## src/cvtr_pkg.sv

```systemverilog
package cvtr_pkg;

    // Volume geometry limits
    localparam int VOLUME_ENTRIES = 65536;
    localparam int MAX_DIM        = 1024;
    localparam int MAX_LABELS     = 256;
    localparam int MAX_AXIS       = (MAX_DIM > MAX_LABELS) ? MAX_DIM : MAX_LABELS;

    localparam int ADDR_W = $clog2(VOLUME_ENTRIES);

    // Fixed field widths of the channels and the configuration port
    localparam int LOAD_IDX_W = 16;
    localparam int VALUE_W    = 16;
    localparam int COORD_W    = 10;
    localparam int LABEL_W    = 8;
    localparam int CFG_IDX_W  = 3;
    localparam int CFG_DATA_W = 11;
    localparam int CFG_DIM_W  = 11;
    localparam int CFG_LBL_W  = 9;

    // Register indexes
    localparam logic [CFG_IDX_W-1:0] REG_PREV_WIDTH   = 3'd0;
    localparam logic [CFG_IDX_W-1:0] REG_PREV_HEIGHT  = 3'd1;
    localparam logic [CFG_IDX_W-1:0] REG_PREV_LABELS  = 3'd2;
    localparam logic [CFG_IDX_W-1:0] REG_NEW_WIDTH    = 3'd3;
    localparam logic [CFG_IDX_W-1:0] REG_NEW_HEIGHT   = 3'd4;
    localparam logic [CFG_IDX_W-1:0] REG_NEW_LABELS   = 3'd5;
    localparam logic [CFG_IDX_W-1:0] REG_PREV_PRESENT = 3'd6;

    // Request modes
    localparam logic MODE_LOAD  = 1'b0;
    localparam logic MODE_QUERY = 1'b1;

    // Q1.8 weights
    localparam int WGT_FRAC = 8;
    localparam int WGT_W    = WGT_FRAC + 1;
    localparam logic [WGT_W-1:0] WGT_ONE = WGT_W'(1 << WGT_FRAC);

    // Axis mapping unit
    localparam int AX_P_W   = $clog2(MAX_AXIS + 1);
    localparam int AX_T_W   = COORD_W;
    localparam int AX_N_W   = AX_P_W + ((AX_T_W > AX_P_W) ? AX_T_W : AX_P_W);
    localparam int AX_Q_W   = $clog2(MAX_AXIS) + WGT_FRAC;
    localparam int DIV_RADIX_BITS = 3;
    localparam int DIV_STEPS = (AX_Q_W + DIV_RADIX_BITS - 1) / DIV_RADIX_BITS;
    localparam int DIV_BITS  = DIV_STEPS * DIV_RADIX_BITS;
    localparam int DIV_CNT_W = $clog2(DIV_STEPS + 1);
    localparam int REM_W     = AX_P_W;

    // Address arithmetic
    localparam int ROW_W       = 2 * AX_P_W;
    localparam int STRIDE_W    = 2 * AX_P_W;
    localparam int FULL_ADDR_W = ROW_W + AX_P_W + 1;

    // Corner code {dy, dx, dr}
    localparam int CORNERS   = 8;
    localparam int CORNER_W  = 3;
    localparam int CORNER_DR = 0;
    localparam int CORNER_DX = 1;
    localparam int CORNER_DY = 2;

    // Accumulator
    localparam int W2_W   = 2 * WGT_FRAC + 1;
    localparam int W3_W   = 3 * WGT_FRAC + 1;
    localparam int PROD_W = VALUE_W + W3_W + 1;
    localparam int ACC_W  = PROD_W + CORNER_W;

    localparam logic signed [VALUE_W-1:0] COST_NEG_ONE = VALUE_W'(-4096);

    typedef struct packed {
        logic [AX_P_W-1:0] base;
        logic [WGT_W-1:0]  wup;
    } t_axis_res;

    typedef struct packed {
        logic                   vld;
        logic [CORNER_W-1:0]    corner;
        logic [FULL_ADDR_W-1:0] addr;
    } t_rd_req;

    typedef struct packed {
        logic                       vld;
        logic [CORNER_W-1:0]        corner;
        logic signed [VALUE_W-1:0]  data;
    } t_rd_rsp;

    typedef struct packed {
        logic                       vld;
        logic signed [VALUE_W-1:0]  value;
    } t_mac_res;

endpackage

```

## src/cvtr_mac.sv

```systemverilog
module cvtr_mac import cvtr_pkg::*; (
    input  logic             i_clk,
    input  logic             i_rst_n,
    input  logic             i_clear,
    input  logic [WGT_W-1:0] i_wx,
    input  logic [WGT_W-1:0] i_wy,
    input  logic [WGT_W-1:0] i_wr,
    input  t_rd_rsp          i_rsp,
    output t_mac_res         o_res
);

    logic [WGT_W-1:0]          fx;
    logic [WGT_W-1:0]          fy;
    logic [WGT_W-1:0]          fr;
    logic                      r_s1_vld, r_s1_last;
    logic                      r_s2_vld, r_s2_last;
    logic                      r_s3_vld, r_s3_last;
    logic                      r_done;
    logic [W2_W-1:0]           r_wxy;
    logic [WGT_W-1:0]          r_fr;
    logic [W3_W-1:0]           r_w;
    logic signed [VALUE_W-1:0] r_v1;
    logic signed [VALUE_W-1:0] r_v2;
    logic signed [PROD_W-1:0]  r_prod;
    logic signed [ACC_W-1:0]   r_acc;

    // Select upper or lower weight per axis from the corner code
    always_comb begin
        fx = i_rsp.corner[CORNER_DX] ? i_wx : WGT_ONE - i_wx;
        fy = i_rsp.corner[CORNER_DY] ? i_wy : WGT_ONE - i_wy;
        fr = i_rsp.corner[CORNER_DR] ? i_wr : WGT_ONE - i_wr;
    end

    always_ff @(posedge i_clk) begin
        r_wxy  <= W2_W'(fx) * W2_W'(fy);
        r_fr   <= fr;
        r_v1   <= i_rsp.data;
        r_w    <= W3_W'(r_wxy) * W3_W'(r_fr);
        r_v2   <= r_v1;
        r_prod <= PROD_W'(r_v2) * PROD_W'($signed({1'b0, r_w}));
        if (i_clear) begin
            r_acc <= '0;
        end else if (r_s3_vld) begin
            r_acc <= r_acc + ACC_W'(r_prod);
        end
    end

    always_ff @(posedge i_clk) begin
        if (!i_rst_n) begin
            r_s1_vld <= 1'b0;
            r_s2_vld <= 1'b0;
            r_s3_vld <= 1'b0;
            r_done   <= 1'b0;
        end else begin
            r_s1_vld  <= i_rsp.vld;
            r_s1_last <= i_rsp.corner == CORNER_W'(CORNERS - 1);
            r_s2_vld  <= r_s1_vld;
            r_s2_last <= r_s1_last;
            r_s3_vld  <= r_s2_vld;
            r_s3_last <= r_s2_last;
            r_done    <= r_s3_vld && r_s3_last;
        end
    end

    // Dropping the low bits of the Q3.12 x Q1.8^3 sum floors the result
    assign o_res.vld   = r_done;
    assign o_res.value = r_acc[3*WGT_FRAC +: VALUE_W];

endmodule

```

## config.mk

```make
export PLATFORM = sky130hd
export DESIGN_NAME = cvtr_mac
export DESIGN_NICKNAME = d
export VERILOG_FILES = /design/src/cvtr_pkg.sv /design/src/cvtr_mac.sv
export SDC_FILE = /design/constraint.sdc
export NUM_CORES = 2
export LEC_CHECK = 0
export BUFFER_PORTS_ARGS = -buffer_cell sky130_fd_sc_hd__buf_4
export CAP_MARGIN = 20
export CORE_MARGIN = 1
export CORE_UTILIZATION = 55
export CTS_CLUSTER_SIZE = 40
export DETAILED_ROUTE_END_ITERATION = 10
export GPL_ROUTABILITY_DRIVEN = 0
export PLACE_DENSITY = 0.83
export SKIP_CTS_REPAIR_TIMING = 1
export SYNTH_ARGS = -nofsm -noshare
export SYNTH_HDL_FRONTEND = slang
export SYNTH_SLANG_ARGS = --single-unit
```

## constraint.sdc

```tcl
create_clock -name i_clk -period 16.7 [get_ports i_clk]
set_input_delay 1.67 -clock i_clk [delete_from_list [all_inputs] [get_ports i_clk]]
set_output_delay 1.67 -clock i_clk [all_outputs]
set_load 0.005 [all_outputs]
```

==> results by group <==
STA
  – Max_slew headroom: around a quarter
  – Setup violations, final: 0
  – Final Skew: ~0.0095 ns
  – Crit share post-route: roughly 42%
  – Post-layout minimum cycle time: between 7 and 8 ns
  – RSZ-0062 raised after global routing: false
  – Setup tns final: 0 ns
  – Count of final max-slew check failures: 0
  – Slew at the pin with the worst max-slew slack: 1.11 ns
  – Endpoints failing hold: 0
  – Max Fclk: about 140 MHz

Worst setup path
  – Worst EP arrival: 7.43 ns
  – CP Class: reg2reg
  – Worst setup EP type: flop
  – CP startpoint kind: flop
  – Critical Path RT: ~17 ns
  – Maximum fanout along the worst path: 19

Yosys
  – Top cell type by total area after synthesis: fa_1
  – Syn Area/Cell: roughly 8.8 µm²
  – Mapped Cells: about 3000
  – Synth Area in Compound Gates: approximately 7.5%
  – Number of synthesized register bits: between 150 and 200
  – Synth warn: 0
  – Largest family of logic cells by synthesized area: adder cells
  – Synth Area in Simple Gates: 16.7%
  – Synth area leaders: fa_1 (35%), dfxtp_1 (12%), ha_1 (12%)
  – Main synth FF type: dfxtp_1
  – Xor and xnor area share after synthesis: under 10%
  – Post-synthesis mux area share: under 10%
  – Post-synth EDFFs: 3
  – Synth cell count leaders: inv_1 (602), fa_1 (475), nand2_1 (410)
  – Ys async rst share: 0%
  – Syn Nets: 3824
  – Sequential area share after synthesis: 12.8%
  – Adder-cell area share of the yosys netlist: 47.0%
  – Post-Synthesis Cell Area: roughly 0.027 mm²
  – Most common cell in the netlist: inv_1
  – Synth unique cells: around 70
  – Top cell type's share of synthesized area: a little over a third

Finish
  – Final antenna diode count: 0
  – Nets@finish: 3775
  – Layout cells sized above 1: 3.85%
  – Fill cell count: between 3000 and 4000
  – P&R area growth vs syn: 4.85%

Floorplanning
  – Site row count: 80
  – Core area: ~0.048 mm²
  – Die area: ~0.05 mm²
  – Effective utilization at floorplan: a little under three fifths
  – Die W: between 200 and 250 µm
  – # IOs: 67
  – Die height: between 200 and 250 µm

Detailed routing
  – WL per Instance: 15.8 µm
  – Final ANT Viol Nets: 0
  – Initial DRC count: ~1300
  – Routed vias: between 15000 and 20000
  – Pre-antenna DRT Iters: 5
  – Routed vias/inst: 5.41
  – WL final: roughly 57000 µm
  – # DRC: 0

GRT
  – Met3 GRT Util: around 5%
  – Total GRT Usage: 24.6%
  – Remaining global-route overflow: 0
  – Met2 Resource Use GR: 42.4%
  – Vias in the first global route: between 20000 and 25000
  – Grt met1 use: ~30%
  – Most Used Layer, Global Route: met2
  – Largest net degree at the start of global routing: 42
  – First-pass GRT wire length: just under 100000 µm
  – Initial antenna violation count: 0

Clock network
  – Worst skew pair latency: about 0.5 ns
  – Clock Sink Count: 170
  – Clock Tree Buf Depth: 2
  – Root Driver: clkbuf_16
  – Register clock-pin slew on the reported worst setup and hold paths: around 0.07 ns
  – CTS HTree Levels: 4
  – CTS tree: yes
  – CTS Buf Count: 17

Run status
  – Outcome: finished clean

Placement
  – Port buffer count: 66
  – DPL Wire Length: around 46000 µm

Worst hold path
  – Hold Path Class: reg2reg

Run
  – Max Cap Viol: 0
[worst paths after layout]
path | start | endpoint | slack [ns] | cells past startpoint
setup / recovery | r_v2[15] | r_prod[37] | 9.68 | 20
hold / removal | r_v1[3] | r_v2[3] | 0.33 | 0
setup reg to reg | r_v2[15] | r_prod[37] | 9.68 | 20
hold reg to reg | r_v1[3] | r_v2[3] | 0.33 | 0
[state kept, by name, summed over array words and instances (netlist names), 9 cells and up]
signal  cells
r_w        25
r_acc      40
r_v2       16
r_v1       16
r_fr        9
r_wxy      17
r_prod     40
[final cells by class]
type | instances | area (µm²) | area share, %
Multi-Input combinational cell | 2138 | 20600 | 73.1
Tap cell | 615 | 769 | 2.73
Sequential cell | 170 | 3430 | 12.2
Timing Repair Buffer | 69 | 526 | 1.86
Clock inverter | 13 | 161 | 0.572
Inverter | 603 | 2260 | 8.03
Clock buffer | 18 | 429 | 1.52
[layer usage]
metal	wire length (µm)	up-vias
li1	-	9185
met1	23900	9653
met2	27800	668
met3	4020	116
met4	1500	0
met5	0	-
[logic make-up (layout without fill, tap and decap cells)]
family                     count (synthesis)  count (layout)
and+or+nand+nor                          940             940
xor gates and xnor gates                 132             132
AOI/OAI and AO/OA                        310             310
buffers and inverters                    740             703
adders and majority gates                726             726
DFF                                      170             170
muxes                                     30              30
[cells in the final DEF, fill, tap and decap left out, drive strengths merged, types with 18 or more instances in the layout]
cell type / count
ha: 251
inv: 607
dfxtp: 167
o21ai: 53
clkbuf: 18
nand2b: 23
a21o: 52
mux2i: 26
a21oi: 97
nor2: 141
nor3: 22
nand3: 25
a211oi: 19
xnor2: 83
xor2: 49
and2: 257
nand2: 410
fa: 475
buf: 69
[metrics by stage]
step | utilization, % | instance area, µm² | hold slack (ns) | cells | worst slack (ns)
floorplan | - | 26900 | 0.310 | 3048 | 10.13
global placement | 57.6 | 27600 | 0.310 | 3594 | 9.55
detailed placement | 57.6 | 27600 | 0.312 | 3594 | 9.46
CTS | 58.8 | 28200 | 0.328 | 3625 | 9.76
global route | 58.8 | 28200 | 0.336 | 3626 | 9.17
finish | 58.8 | 28200 | 0.327 | 3626 | 9.68
[critical path, stage by stage (launching register included)]
cell and delay (ns):
dfxtp_1 0.60, clkinv_1 0.70, nor2_1 0.33, fa_1 0.47, fa_1 0.51, fa_1 0.42
fa_1 0.46, fa_1 0.52, inv_1 0.06, fa_1 0.47, inv_1 0.04, ha_1 0.37
a21oi_1 0.33, nor2b_1 0.08, o21ai_0 0.17, o211ai_1 0.12, o221ai_1 0.32, o221a_2 0.29
o21ai_0 0.13, o41ai_1 0.37, xnor2_1 0.17
Power is left out: the tool's default activity adds up to more than one toggle a clock period on the data nets, which glitch-free logic cannot reach.
