File: src/cvtr_pkg.sv
package cvtr_pkg;

    // Volume geometry limits
    localparam int VOLUME_ENTRIES = 65536;
    localparam int MAX_DIM        = 1024;
    localparam int MAX_LABELS     = 256;
    localparam int MAX_AXIS       = (MAX_DIM > MAX_LABELS) ? MAX_DIM : MAX_LABELS;

    localparam int ADDR_W = $clog2(VOLUME_ENTRIES);

    // Fixed field widths of the channels and the configuration port
    localparam int LOAD_IDX_W = 16;
    localparam int VALUE_W    = 16;
    localparam int COORD_W    = 10;
    localparam int LABEL_W    = 8;
    localparam int CFG_IDX_W  = 3;
    localparam int CFG_DATA_W = 11;
    localparam int CFG_DIM_W  = 11;
    localparam int CFG_LBL_W  = 9;

    // Register indexes
    localparam logic [CFG_IDX_W-1:0] REG_PREV_WIDTH   = 3'd0;
    localparam logic [CFG_IDX_W-1:0] REG_PREV_HEIGHT  = 3'd1;
    localparam logic [CFG_IDX_W-1:0] REG_PREV_LABELS  = 3'd2;
    localparam logic [CFG_IDX_W-1:0] REG_NEW_WIDTH    = 3'd3;
    localparam logic [CFG_IDX_W-1:0] REG_NEW_HEIGHT   = 3'd4;
    localparam logic [CFG_IDX_W-1:0] REG_NEW_LABELS   = 3'd5;
    localparam logic [CFG_IDX_W-1:0] REG_PREV_PRESENT = 3'd6;

    // Request modes
    localparam logic MODE_LOAD  = 1'b0;
    localparam logic MODE_QUERY = 1'b1;

    // Q1.8 weights
    localparam int WGT_FRAC = 8;
    localparam int WGT_W    = WGT_FRAC + 1;
    localparam logic [WGT_W-1:0] WGT_ONE = WGT_W'(1 << WGT_FRAC);

    // Axis mapping unit
    localparam int AX_P_W   = $clog2(MAX_AXIS + 1);
    localparam int AX_T_W   = COORD_W;
    localparam int AX_N_W   = AX_P_W + ((AX_T_W > AX_P_W) ? AX_T_W : AX_P_W);
    localparam int AX_Q_W   = $clog2(MAX_AXIS) + WGT_FRAC;
    localparam int DIV_RADIX_BITS = 3;
    localparam int DIV_STEPS = (AX_Q_W + DIV_RADIX_BITS - 1) / DIV_RADIX_BITS;
    localparam int DIV_BITS  = DIV_STEPS * DIV_RADIX_BITS;
    localparam int DIV_CNT_W = $clog2(DIV_STEPS + 1);
    localparam int REM_W     = AX_P_W;

    // Address arithmetic
    localparam int ROW_W       = 2 * AX_P_W;
    localparam int STRIDE_W    = 2 * AX_P_W;
    localparam int FULL_ADDR_W = ROW_W + AX_P_W + 1;

    // Corner code {dy, dx, dr}
    localparam int CORNERS   = 8;
    localparam int CORNER_W  = 3;
    localparam int CORNER_DR = 0;
    localparam int CORNER_DX = 1;
    localparam int CORNER_DY = 2;

    // Accumulator
    localparam int W2_W   = 2 * WGT_FRAC + 1;
    localparam int W3_W   = 3 * WGT_FRAC + 1;
    localparam int PROD_W = VALUE_W + W3_W + 1;
    localparam int ACC_W  = PROD_W + CORNER_W;

    localparam logic signed [VALUE_W-1:0] COST_NEG_ONE = VALUE_W'(-4096);

    typedef struct packed {
        logic [AX_P_W-1:0] base;
        logic [WGT_W-1:0]  wup;
    } t_axis_res;

    typedef struct packed {
        logic                   vld;
        logic [CORNER_W-1:0]    corner;
        logic [FULL_ADDR_W-1:0] addr;
    } t_rd_req;

    typedef struct packed {
        logic                       vld;
        logic [CORNER_W-1:0]        corner;
        logic signed [VALUE_W-1:0]  data;
    } t_rd_rsp;

    typedef struct packed {
        logic                       vld;
        logic signed [VALUE_W-1:0]  value;
    } t_mac_res;

endpackage

File: src/cvtr_axis.sv
module cvtr_axis import cvtr_pkg::*; (
    input  logic              i_clk,
    input  logic              i_rst_n,
    input  logic              i_start,
    input  logic [AX_T_W-1:0] i_target,
    input  logic [AX_P_W-1:0] i_prev,
    input  logic [AX_P_W-1:0] i_new,
    output logic              o_done,
    output t_axis_res         o_res
);

    typedef enum logic [1:0] {A_IDLE, A_MUL, A_CMP, A_DIV} t_state;

    t_state                         r_state;
    logic                           r_done;
    t_axis_res                      r_res;
    logic [AX_T_W-1:0]              r_t;
    logic [AX_N_W-1:0]              r_n;
    logic [AX_N_W-1:0]              r_lim;
    logic [REM_W-1:0]               r_rem;
    logic [REM_W-1:0]               n_rem;
    logic [DIV_BITS-1:0]            r_dq;
    logic [DIV_BITS-1:0]            n_dq;
    logic [DIV_CNT_W-1:0]           r_cnt;
    logic [REM_W:0]                 trial;
    logic [AX_N_W+WGT_FRAC-1:0]     dividend;

    assign dividend = {r_n, {WGT_FRAC{1'b0}}};

    // Restoring division, DIV_RADIX_BITS quotient bits per cycle
    always_comb begin
        n_rem = r_rem;
        n_dq  = r_dq;
        trial = '0;
        for (int k = 0; k < DIV_RADIX_BITS; k++) begin
            trial = {n_rem, n_dq[DIV_BITS-1]};
            n_dq  = {n_dq[DIV_BITS-2:0], 1'b0};
            if (trial >= {1'b0, i_new}) begin
                trial   = trial - {1'b0, i_new};
                n_dq[0] = 1'b1;
            end
            n_rem = trial[REM_W-1:0];
        end
    end

    always_ff @(posedge i_clk) begin
        if (!i_rst_n) begin
            r_state <= A_IDLE;
            r_done  <= 1'b0;
        end else begin
            unique case (r_state)
                A_IDLE: begin
                    if (i_start) begin
                        r_t     <= i_target;
                        r_done  <= 1'b0;
                        r_state <= A_MUL;
                    end
                end
                A_MUL: begin
                    r_n     <= AX_N_W'(r_t) * AX_N_W'(i_prev);
                    r_lim   <= AX_N_W'(i_prev - 1'b1) * AX_N_W'(i_new);
                    r_state <= A_CMP;
                end
                A_CMP: begin
                    if (r_n >= r_lim) begin
                        // far edge: upper neighbor takes the full weight
                        r_res.base <= i_prev - AX_P_W'(2);
                        r_res.wup  <= WGT_ONE;
                        r_done     <= 1'b1;
                        r_state    <= A_IDLE;
                    end else begin
                        r_rem   <= REM_W'(dividend >> DIV_BITS);
                        r_dq    <= DIV_BITS'(dividend);
                        r_cnt   <= '0;
                        r_state <= A_DIV;
                    end
                end
                A_DIV: begin
                    r_rem <= n_rem;
                    r_dq  <= n_dq;
                    r_cnt <= r_cnt + 1'b1;
                    if (r_cnt == DIV_CNT_W'(DIV_STEPS - 1)) begin
                        r_res.base <= AX_P_W'(n_dq >> WGT_FRAC);
                        r_res.wup  <= {1'b0, n_dq[WGT_FRAC-1:0]};
                        r_done     <= 1'b1;
                        r_state    <= A_IDLE;
                    end
                end
                default: r_state <= A_IDLE;
            endcase
        end
    end

    assign o_done = r_done;
    assign o_res  = r_res;

endmodule

File: config.mk
export PLATFORM = sky130hd
export DESIGN_NAME = cvtr_axis
export DESIGN_NICKNAME = d
export VERILOG_FILES = /design/src/cvtr_pkg.sv /design/src/cvtr_axis.sv
export SDC_FILE = /design/constraint.sdc
export NUM_CORES = 1
export LEC_CHECK = 0
export CAP_MARGIN = 15
export CELL_PAD_IN_SITES_DETAIL_PLACEMENT = 1
export CELL_PAD_IN_SITES_GLOBAL_PLACEMENT = 2
export CORE_UTILIZATION = 30
export CTS_BUF_LIST = sky130_fd_sc_hd__clkbuf_2
export DETAILED_ROUTE_END_ITERATION = 7
export DONT_BUFFER_PORTS = 1
export HOLD_SLACK_MARGIN = 0.1
export PLACE_DENSITY_LB_ADDON = 0.1
export SLEW_MARGIN = 10
export SYNTH_ARGS = -nofsm -noshare
export SYNTH_HDL_FRONTEND = slang
export SYNTH_SLANG_ARGS = --single-unit
File: constraint.sdc
create_clock -name i_clk -period 20.8 [get_ports i_clk]
set_input_delay 3.12 -clock i_clk [delete_from_list [all_inputs] [get_ports i_clk]]
set_output_delay 3.12 -clock i_clk [all_outputs]
set_load 0.05 [all_outputs]
==> results.py, run 1 <==
metrics = {
    "outcome": {
        "status": "finished clean",
    },
    "cts": {
        "cts_hold_buf": 0,
        "cts_buf_count": 9,
        "clock_tree.htree_level_count": 3,
        "tritoncts": "done",
        "clock_pin_slew_reported_for_the_worst_setup_and_hold_paths_after_clock_tree_synthesis_ps": 380,
        "post_cts_resized": 0,
        "post_cts_setup_driven_buffer_insertion_count": 0,
        "cts_sinks": 108,
        "largest_buffer_count_on_any_clock_path": 2,
        "clk_root_buffer_cell": "clkbuf_2",
        "clock_latency_ps": 690,
    },
    "detailed_routing": {
        "routed_wire_length_per_instance_um": 19.2,
        "drc_errors": 0,
        "routed_wirelength_mm": 42.0,
        "drt.antenna.violating_nets": 0,
        "drt_iter0_markers": 398,
        "dr_total_vias": 10400,
        "viasPerCell": 4.75,
        "detailedRoute.firstPassIterationCount": 4,
    },
    "critical_path": {
        "criticalPathCategory": "input port to register",
        "cell_repeated_most_along_the_worst_path": "fa_1",
        "rrSetupSlack_ps": 13090,
        "critPathRequiredTime_ps": 21260,
        "crit_path_max_fanout": 13,
        "cp.arrival_ps": 10270,
        "cp_cell_sequence": "inv_1, ha_1, nand2b_1, or4_1, nor2_1, xor2_1, nand2_1, fa_1, fa_1, fa_1, fa_1, inv_1, fa_1, ha_1, a21oi_1, o32ai_1, o41ai_1, o21ai_0, or4_1, a31o_2, a21oi_1, xnor2_1",
        "r2r.worst_path.cells": 26,
        "worst_setup_path_startpoint": "i_prev[1]",
        "slowest_stage": "xor2_1",
        "timing.rr.end": "r_rem[0]",
        "max_stage_delay_ps": 760,
        "reg2reg_launch_point": "r_dq[17]",
        "critPathCaptureType": "register",
        "worstSetupStartpointType": "input port",
    },
    "run": {
        "maxCapViolCount": 0,
    },
    "logic_synthesis": {
        "netlist-cell-type-count": 69,
        "synth.top_cell.area_share_pct": 25.7,
        "synthMostInstantiatedCell": "inv_1",
        "most_area_hungry_cell_type_in_the_yosys_netlist": "fa_1",
        "synth_sequential_area_ratio_pct": 21.7,
        "net_count_after_synthesis": 1946,
        "synth-edff-count": 105,
        "synth_top_cells_by_area": "fa_1 26%, edfxtp_1 21%, ha_1 14%",
        "syn_area_um2": 14800,
        "synthTopCellsByCount": "288 x inv_1, 205 x nand2_1, 190 x fa_1",
        "synth_seq_cells": 108,
        "synth.avg_cell_area_um2": 9.50,
        "ys.flop_type": "edfxtp_1",
        "yosysWarnings": 0,
        "synthCells": 1558,
        "proportion_of_synthesized_flip_flops_having_asynchronous_set_or_reset_pct": 0,
    },
    "hold_path": {
        "holdCritPathClass": "register to register",
        "hold_path.startpoint": "r_dq[13]",
        "min_to": "r_dq[16]",
        "number_of_instances_on_the_worst_hold_path": 2,
    },
    "power_and_ir_drop": {
        "power.static_leakage_nw": 7.30,
        "power-per-cell-area_nw_per_um2": 105,
        "irDropWorstVdd_uv": 46.0,
    },
    "floorplanning": {
        "chipHeight_um": 224,
        "core_um2": 48800,
        "initial_core_util_pct": 30.3,
        "placement_rows": 81,
        "die_width_um": 224,
        "floorplan.io_pins": 56,
        "dieArea_um2": 50200,
    },
    "sta": {
        "rsz0062_at_grt": "no",
        "finalWorstPathRequiredPeriod_ps": 9810,
        "setup-violations-final": 0,
        "timing.setup.tns_ps": 0,
        "achievable-frequency_mhz": 102,
        "layout_worst_path_cycle_share_pct": 47.1,
        "worst_slew_margin_pct": 36.9,
        "finalHoldViolations": 0,
        "worst_pin_slew_ps": 943,
        "finClkSkew_ps": 54.1,
        "final-max-slew-violation-count": 0,
    },
    "global_route": {
        "via_count_of_the_first_global_routing_pass": 11500,
        "remaining_global_route_overflow": 0,
        "grt_start_max_net_pins": 44,
        "antenna_found_initial": 2,
        "global_route_wire_length_before_repair_mm": 66.9,
        "grtUsageTotal_pct": 17.5,
    },
    "cells_and_area": {
        "area_delta_synth_final_pct": 5.49,
        "drive_above_1_share_pct": 4.07,
        "finish.net_count": 1907,
        "postLayoutCellArea_um2": 15600,
    },
    "place": {
        "dp.final_hpwl_mm": 34.1,
        "port-buffer-count": 0,
        "globalplace.congestion": 0.792,
        "placedInstanceArea_um2": 15500,
    },
}
==> per-stage QoR <==
step / total power, mW / instances / hold WS (ps) / utilization (%) / setup WS (ps)
finish: 1.63 / 2189 / 543 / 32.0 / 10990
global route: 1.83 / 2189 / 573 / 32.0 / 10600
CTS: 1.68 / 2188 / 550 / 32.0 / 11010
detailed placement: 1.54 / 2172 / 533 / 31.7 / 10250
global placement: 1.53 / 2172 / 535 / 31.7 / 10350
floorplan: 1.26 / 1558 / 497 / - / 11290
==> worst max-delay path: cells and delay by family <==
kind            cells  cell delay [ps]
xor+xnor            2              830
compound gates      6             1540
fa+ha+maj           7             3130
buf+inv             2              130
simple gates        5             1510
==> per-layer routing <==
metal  track usage [%]  up-vias  part of all wire (%)
li1                  -     4908                     -
met1              23.2     5378                    46
met2              31.4       94                    51
met3              1.52       21                   1.9
met4              2.81        0                   1.1
met5                 0        -                     0
==> kinds of logic after synthesis <==
group,after synthesis,share of synthesized area [%]
buf+inv,349,9.23
mux,29,2.09
flops,108,21.7
fa+ha+maj,353,39.5
xor+xnor,78,4.62
compound gates,177,8.01
simple gates,464,14.9
==> cell usage in the layout, fill, tap and decap left out, types with 9 or more instances in the layout <==
cell type	synthesis	routed
o21a_1	18	18
xnor2_1	54	53
fa_1	190	190
nand3_1	14	14
nand2_1	205	205
a21oi_1	36	36
clkbuf_2	0	9
nand2b_1	16	16
nor3_1	15	15
buf_4	1	11
mux2i_1	14	14
mux2_2	15	15
inv_1	288	288
ha_1	163	163
and3_1	11	11
a21o_1	13	13
nor2b_1	10	10
o21ai_0	45	45
nor2_1	75	75
and2_1	78	78
edfxtp_1	105	105
xor2_1	24	24
==> state kept, by name, summed over array words and instances (netlist names) <==
signal and count:
o_done 1, r_t 10, r_dq 18, r_state 2
r_cnt 3, r_n 21, r_rem 11, o_res 20
r_lim 22
==> area by class of cell <==
type	instances	area (um2)
fill	5648	33200
multi-input combinational	1101	10300
sequential	108	3210
inverter	288	1080
tap	664	831
clock inverter	7	103
timing repair buffer	11	82.6
clock buffer	9	45.0
antenna	1	2.50
==> power breakdown <==
group	internal, mW	switching (mW)	total, mW
Combinational	0.513	0.650	1.16
Sequential	0.319	0.0277	0.347
Clock	0.0332	0.0891	0.122
Total	0.865	0.767	1.63
==> how the worst max path moves through the flow <==
stage / end / slack, ps / depth (start not counted)
after global placement: r_lim[21] / 10350 / 22
final: r_lim[21] / 10990 / 22
after global routing: r_lim[21] / 10600 / 22
after CTS: r_lim[21] / 11010 / 22
after floorplan: r_lim[21] / 11290 / 25
after detailed placement: r_lim[21] / 10250 / 22
No activity file was read; power rests on OpenSTA's default activity.
==> inputs of run 2 (changes only) <==
ABC_AREA = 1   (was not set)
clock period = 9.8 ns   (was 20.8 ns; I/O delays follow)
==> results.py, run 2 <==
metrics = {
    "sta": {
        "finalWorstPathRequiredPeriod_ps": 7340,
        "final-max-slew-violation-count": 0,
        "setup-violations-final": 0,
        "layout_worst_path_cycle_share_pct": 74.9,
        "rsz0062_at_grt": "no",
        "worst_pin_slew_ps": 1060,
        "achievable-frequency_mhz": 136,
        "worst_slew_margin_pct": 28.9,
        "timing.setup.tns_ps": 0,
        "finalHoldViolations": 0,
        "finClkSkew_ps": 65.7,
    },
    "floorplanning": {
        "placement_rows": 82,
        "floorplan.io_pins": 56,
        "dieArea_um2": 51900,
        "die_width_um": 228,
        "core_um2": 50200,
        "chipHeight_um": 228,
        "initial_core_util_pct": 30.5,
    },
    "place": {
        "port-buffer-count": 0,
        "globalplace.congestion": 0.850,
        "dp.final_hpwl_mm": 42.3,
        "placedInstanceArea_um2": 16000,
        "post-place-cells": 2513,
    },
    "outcome": {
        "status": "finished clean",
    },
    "critical_path": {
        "max_stage_delay_ps": 550,
        "r2r.worst_path.cells": 35,
        "critPathRequiredTime_ps": 10360,
        "cell_repeated_most_along_the_worst_path": "inv_1",
        "worstSetupStartpointType": "input port",
        "critPathCaptureType": "register",
        "criticalPathCategory": "input port to register",
        "slowest_stage": "fa_1",
        "cp.arrival_ps": 7900,
        "crit_path_max_fanout": 24,
    },
    "cells_and_area": {
        "max_ffs_per_register": 22,
        "area_delta_synth_final_pct": 5.71,
        "finish.net_count": 2240,
        "postLayoutCellArea_um2": 16200,
        "final_cell_count_no_fill": 2529,
        "antenna-diode-count": 0,
        "layout_commonest_cell": "nand2_1",
        "largest-register": "r_lim",
        "top_library_cells_by_usage_in_the_layout_fill_and_taps_aside": "479 x nand2_1, 426 x inv_1, 190 x fa_1",
        "drive_above_1_share_pct": 3.18,
    },
    "power_and_ir_drop": {
        "irDropWorstVdd_uv": 127,
        "power.static_leakage_nw": 8.36,
        "power-per-cell-area_nw_per_um2": 270,
    },
    "cts": {
        "cts_hold_buf": 0,
        "cts_sinks": 108,
        "post_cts_resized": 0,
        "tritoncts": "done",
        "largest_buffer_count_on_any_clock_path": 2,
        "clock_tree.htree_level_count": 3,
        "post_cts_setup_driven_buffer_insertion_count": 0,
        "cts_buf_count": 9,
        "clock_latency_ps": 750,
        "clock_pin_slew_reported_for_the_worst_setup_and_hold_paths_after_clock_tree_synthesis_ps": 410,
        "clk_root_buffer_cell": "clkbuf_2",
    },
    "detailed_routing": {
        "dr_total_vias": 11800,
        "drt.antenna.violating_nets": 0,
        "routed_wire_length_per_instance_um": 19.9,
        "routed_wirelength_mm": 50.4,
        "viasPerCell": 4.67,
        "drt_iter0_markers": 552,
        "detailedRoute.firstPassIterationCount": 4,
        "drc_errors": 0,
    },
    "logic_synthesis": {
        "syn_area_um2": 15300,
        "synthCells": 1877,
        "synth_sequential_area_ratio_pct": 21.0,
        "synthTopCellsByCount": "479 x nand2_1, 426 x inv_1, 190 x fa_1",
        "proportion_of_synthesized_flip_flops_having_asynchronous_set_or_reset_pct": 0,
        "most_area_hungry_cell_type_in_the_yosys_netlist": "fa_1",
        "netlist-cell-type-count": 44,
        "synth_top_cells_by_area": "fa_1 25%, edfxtp_1 21%, ha_1 13%",
        "synth_seq_cells": 108,
        "yosysWarnings": 0,
        "net_count_after_synthesis": 2265,
        "synth.top_cell.area_share_pct": 24.9,
        "synthMostInstantiatedCell": "nand2_1",
        "synth-edff-count": 105,
        "ys.flop_type": "edfxtp_1",
        "synth.avg_cell_area_um2": 8.14,
    },
    "global_route": {
        "remaining_global_route_overflow": 0,
        "global_route_wire_length_before_repair_mm": 79.6,
        "via_count_of_the_first_global_routing_pass": 13200,
        "grt_start_max_net_pins": 44,
        "antenna_found_initial": 2,
        "grtUsageTotal_pct": 20.3,
    },
    "hold_path": {
        "holdCritPathClass": "register to register",
        "number_of_instances_on_the_worst_hold_path": 2,
    },
    "run": {
        "maxCapViolCount": 0,
    },
}
## run 2: cell count changes after synthesis, moves of 20 or more
cell	before	now
nand2_1	205	479
xor2_1	24	44
nand3_1	14	72
a21oi_1	36	75
nor2_1	75	120
and2_1	78	0
xnor2_1	54	31
inv_1	288	426
## run 2: area by class of cell
type / count / area, um2
clock buffer: 9 / 45.0
clock inverter: 7 / 91.3
tap: 672 / 841
sequential: 108 / 3210
fill: 5992 / 34000
timing repair buffer: 12 / 90.1
multi-input combinational: 1291 / 10300
inverter: 430 / 1610
## run 2: critical path: cells and delay by family
family / cells / cell delay (ps)
XOR/XNOR: 1 / 240
AND/OR/NAND/NOR: 13 / 1670
adder cells (fa/ha/maj): 7 / 3230
AO/OA/AOI/OAI: 1 / 130
buffers and inverters: 8 / 1140
## run 2: kinds of logic after synthesis
logic type | count (synthesis) | synth area share, %
adder cells (fa/ha/maj) | 353 | 38.2
buffers and inverters | 478 | 12.0
XOR/XNOR | 75 | 4.30
AND/OR/NAND/NOR | 725 | 19.5
AO/OA/AOI/OAI | 138 | 4.98
flip-flops | 108 | 21.0
## run 2: path summary, 6_finish.rpt
check	start	end	slack [ps]
setup reg to reg	r_dq[17]	r_rem[3]	2940
setup / recovery	i_prev[0]	r_lim[21]	2460
hold reg to reg	r_dq[9]	r_dq[12]	580
hold / removal	r_dq[9]	r_dq[12]	580
## run 2: metal layers
| metal | GRT usage (%) | vias up | routed length [um] |
|---|---|---|---|
| met5 | 0 | - | 13 |
| met4 | 4.10 | 2 | 914 |
| met3 | 3.34 | 46 | 1750 |
| met2 | 33.4 | 148 | 23300 |
| met1 | 28.0 | 5939 | 24400 |
| li1 | - | 5681 | - |
## run 2: report_power, final
| part | switching, mW | internal [mW] | leakage (nW) |
|---|---|---|---|
| registers | 0.106 | 0.756 | 0.988 |
| logic | 2.07 | 1.19 | 7.29 |
| clock network | 0.199 | 0.0475 | 0.0785 |
| total | 2.37 | 2.00 | 8.36 |
## run 2: stage by stage
| stage | setup slack, ps | total power [mW] | hold slack [ps] | util [%] |
|---|---|---|---|---|
| 2_1_floorplan | 2890 | 3.21 | 493 | - |
| 3_3_place_gp | 1610 | 4.18 | 518 | 31.9 |
| 3_5_place_dp | 1630 | 4.18 | 529 | 31.9 |
| 4_1_cts | 2460 | 4.46 | 596 | 32.2 |
| 5_1_grt | 2010 | 4.90 | 628 | 32.2 |
| 6_report | 2460 | 4.37 | 582 | 32.2 |
==> inputs of run 3 (changes only) <==
clock period = 6.6 ns   (was 9.8 ns; I/O delays follow)
==> results.py, run 3 (same netlist as run 2, synthesis figures left out) <==
metrics = {
    "outcome": {
        "status": "finished clean",
    },
    "power_and_ir_drop": {
        "power.static_leakage_nw": 8.74,
        "report.power.total_mw": 6.66,
        "power_share_of_the_combinational_group_pct": 75.9,
        "power-per-cell-area_nw_per_um2": 397,
        "p_int_mw": 3.22,
        "power.sequential.fraction_pct": 19.1,
        "power_switching_share_pct": 51.6,
        "switching_power_mw": 3.44,
        "irDropWorstVdd_uv": 192,
        "clock_network_fraction_of_total_power_pct": 5.0,
    },
    "critical_path": {
        "slowest_stage": "fa_1",
        "cell_repeated_most_along_the_worst_path": "inv_1",
        "rrSetupSlack_ps": 870,
        "crit_family": "adder cells",
        "cp.buffers_inverters": 8,
        "crit_path_max_fanout": 14,
        "critPathRequiredTime_ps": 7090,
        "criticalPathCategory": "input port to register",
        "max_stage_delay_ps": 550,
        "worstSetupStartpointType": "input port",
        "r2r.worst_path.cells": 38,
        "critPathCaptureType": "register",
        "timing.rr.end": "r_rem[7]",
        "cp.arrival_ps": 6370,
        "reg2reg_launch_point": "r_dq[17]",
    },
    "sta": {
        "timing.setup.tns_ps": 0,
        "worst_pin_slew_ps": 902,
        "final-max-slew-violation-count": 0,
        "achievable-frequency_mhz": 170,
        "setup-violations-final": 0,
        "final_worst_setup_slack_ps": 724,
        "finalWorstPathRequiredPeriod_ps": 5880,
        "worst_slew_margin_pct": 39.2,
        "rsz0062_at_grt": "no",
        "finalHoldWorstSlack_ps": 340,
        "finClkSkew_ps": 38.7,
        "finalHoldViolations": 0,
        "layout_worst_path_cycle_share_pct": 89.0,
    },
    "floorplanning": {
        "floorplan.io_pins": 56,
        "dieArea_um2": 51900,
        "placement_rows": 82,
        "initial_core_util_pct": 30.5,
        "chipHeight_um": 228,
        "die_width_um": 228,
        "core_um2": 50200,
    },
    "cells_and_area": {
        "area_delta_synth_final_pct": 9.67,
        "drive_above_1_share_pct": 7.12,
        "max_ffs_per_register": 22,
        "layout_commonest_cell": "nand2_1",
        "final_core_util_pct": 33.4,
        "layout.filler_cells": 5995,
        "final_cell_count_no_fill": 2610,
        "largest-register": "r_lim",
        "finish.net_count": 2320,
        "top_library_cells_by_usage_in_the_layout_fill_and_taps_aside": "479 x nand2_1, 426 x inv_1, 190 x fa_1",
        "postLayoutCellArea_um2": 16800,
    },
    "cts": {
        "post_cts_resized": 0,
        "clock_pin_slew_reported_for_the_worst_setup_and_hold_paths_after_clock_tree_synthesis_ps": 350,
        "clk_root_buffer_cell": "clkbuf_2",
        "clock_tree.htree_level_count": 3,
        "cts_hold_buf": 0,
        "cts_sinks": 108,
        "largest_buffer_count_on_any_clock_path": 2,
        "cts_buf_count": 9,
        "tritoncts": "done",
        "clock_latency_ps": 710,
        "post_cts_setup_driven_buffer_insertion_count": 0,
    },
    "place": {
        "placedInstanceArea_um2": 16600,
        "port-buffer-count": 0,
        "dp.final_hpwl_mm": 42.4,
        "post-place-cells": 2593,
        "globalplace.congestion": 0.842,
        "pre_cts_ws_ps": -70.5,
    },
    "detailed_routing": {
        "drc_errors": 0,
        "routed_wire_length_per_instance_um": 19.0,
        "drt.antenna.violating_nets": 0,
        "routed_wirelength_mm": 49.6,
        "viasPerCell": 4.60,
        "dr_total_vias": 12000,
        "drt_iter0_markers": 494,
        "detailedRoute.firstPassIterationCount": 5,
    },
    "hold_path": {
        "holdCritPathClass": "input port to register",
        "hold_path.startpoint": "i_rst_n",
        "min_to": "o_done",
        "number_of_instances_on_the_worst_hold_path": 2,
    },
    "global_route": {
        "antenna_found_initial": 0,
        "grt_start_max_net_pins": 44,
        "global_route_wire_length_before_repair_mm": 78.5,
        "grtUsageTotal_pct": 19.9,
        "remaining_global_route_overflow": 0,
        "via_count_of_the_first_global_routing_pass": 13300,
    },
    "run": {
        "maxCapViolCount": 0,
    },
}
[run 3: cell types whose count changed in the layout (fill, tap and decap cells not counted)]
cell / change
buf_4: +78
inv_8: +3
buf_12: +2
clkinv_8: -2
clkinvlp_4: +2
inv_6: -2
clkinv_1: +1
clkinv_4: -1
diode_2: +1
inv_12: -1
[run 3: per-layer routing]
metal	GRT usage [%]	routed length, um
met1	26.9	24000
met2	34.9	24300
met4	2.47	391
met3	1.99	940
met5	0	0
[run 3: layout make-up]
| cell class | instances | area [um2] | area share, % |
|---|---|---|---|
| clock inverter | 7 | 68.8 | 0.410 |
| inverter | 430 | 1610 | 9.63 |
| tap | 672 | 841 | 5.01 |
| multi-input combinational | 1291 | 10300 | 61.2 |
| timing repair buffer | 92 | 716 | 4.27 |
| clock buffer | 9 | 45.0 | 0.269 |
| sequential | 108 | 3210 | 19.2 |
| antenna | 1 | 2.50 | 0.0149 |
[run 3: power by group through the flow]
stage	clock (mW)	sequential (mW)	combinational (mW)
2_1_floorplan	0	1.23	3.54
3_3_place_gp	0	1.29	5.10
3_5_place_dp	0	1.30	5.13
4_1_cts	0.354	1.28	5.17
5_1_grt	0.374	1.29	5.81
6_report	0.331	1.28	5.05
[run 3: worst max-delay path by stage]
stage | startpoint | to | cells after the start | slack [ps]
2_1_floorplan | i_prev[0] | r_lim[21] | 31 | 170
3_3_place_gp | i_prev[1] | r_lim[21] | 30 | 20
3_5_place_dp | i_prev[1] | r_lim[21] | 30 | -70
4_1_cts | r_dq[17] | r_rem[7] | 39 | 780
5_1_grt | r_dq[17] | r_rem[7] | 37 | 270
6_report | i_prev[1] | r_lim[21] | 30 | 720
[run 3: worst register-to-register path, delay by kind of cell, from the launching register on]
kind	cells	cell delay, ps
buffers and inverters	8	900
DFF	1	440
AOI/OAI and AO/OA	6	870
and+or+nand+nor	20	2190
adders and majority gates	4	1120
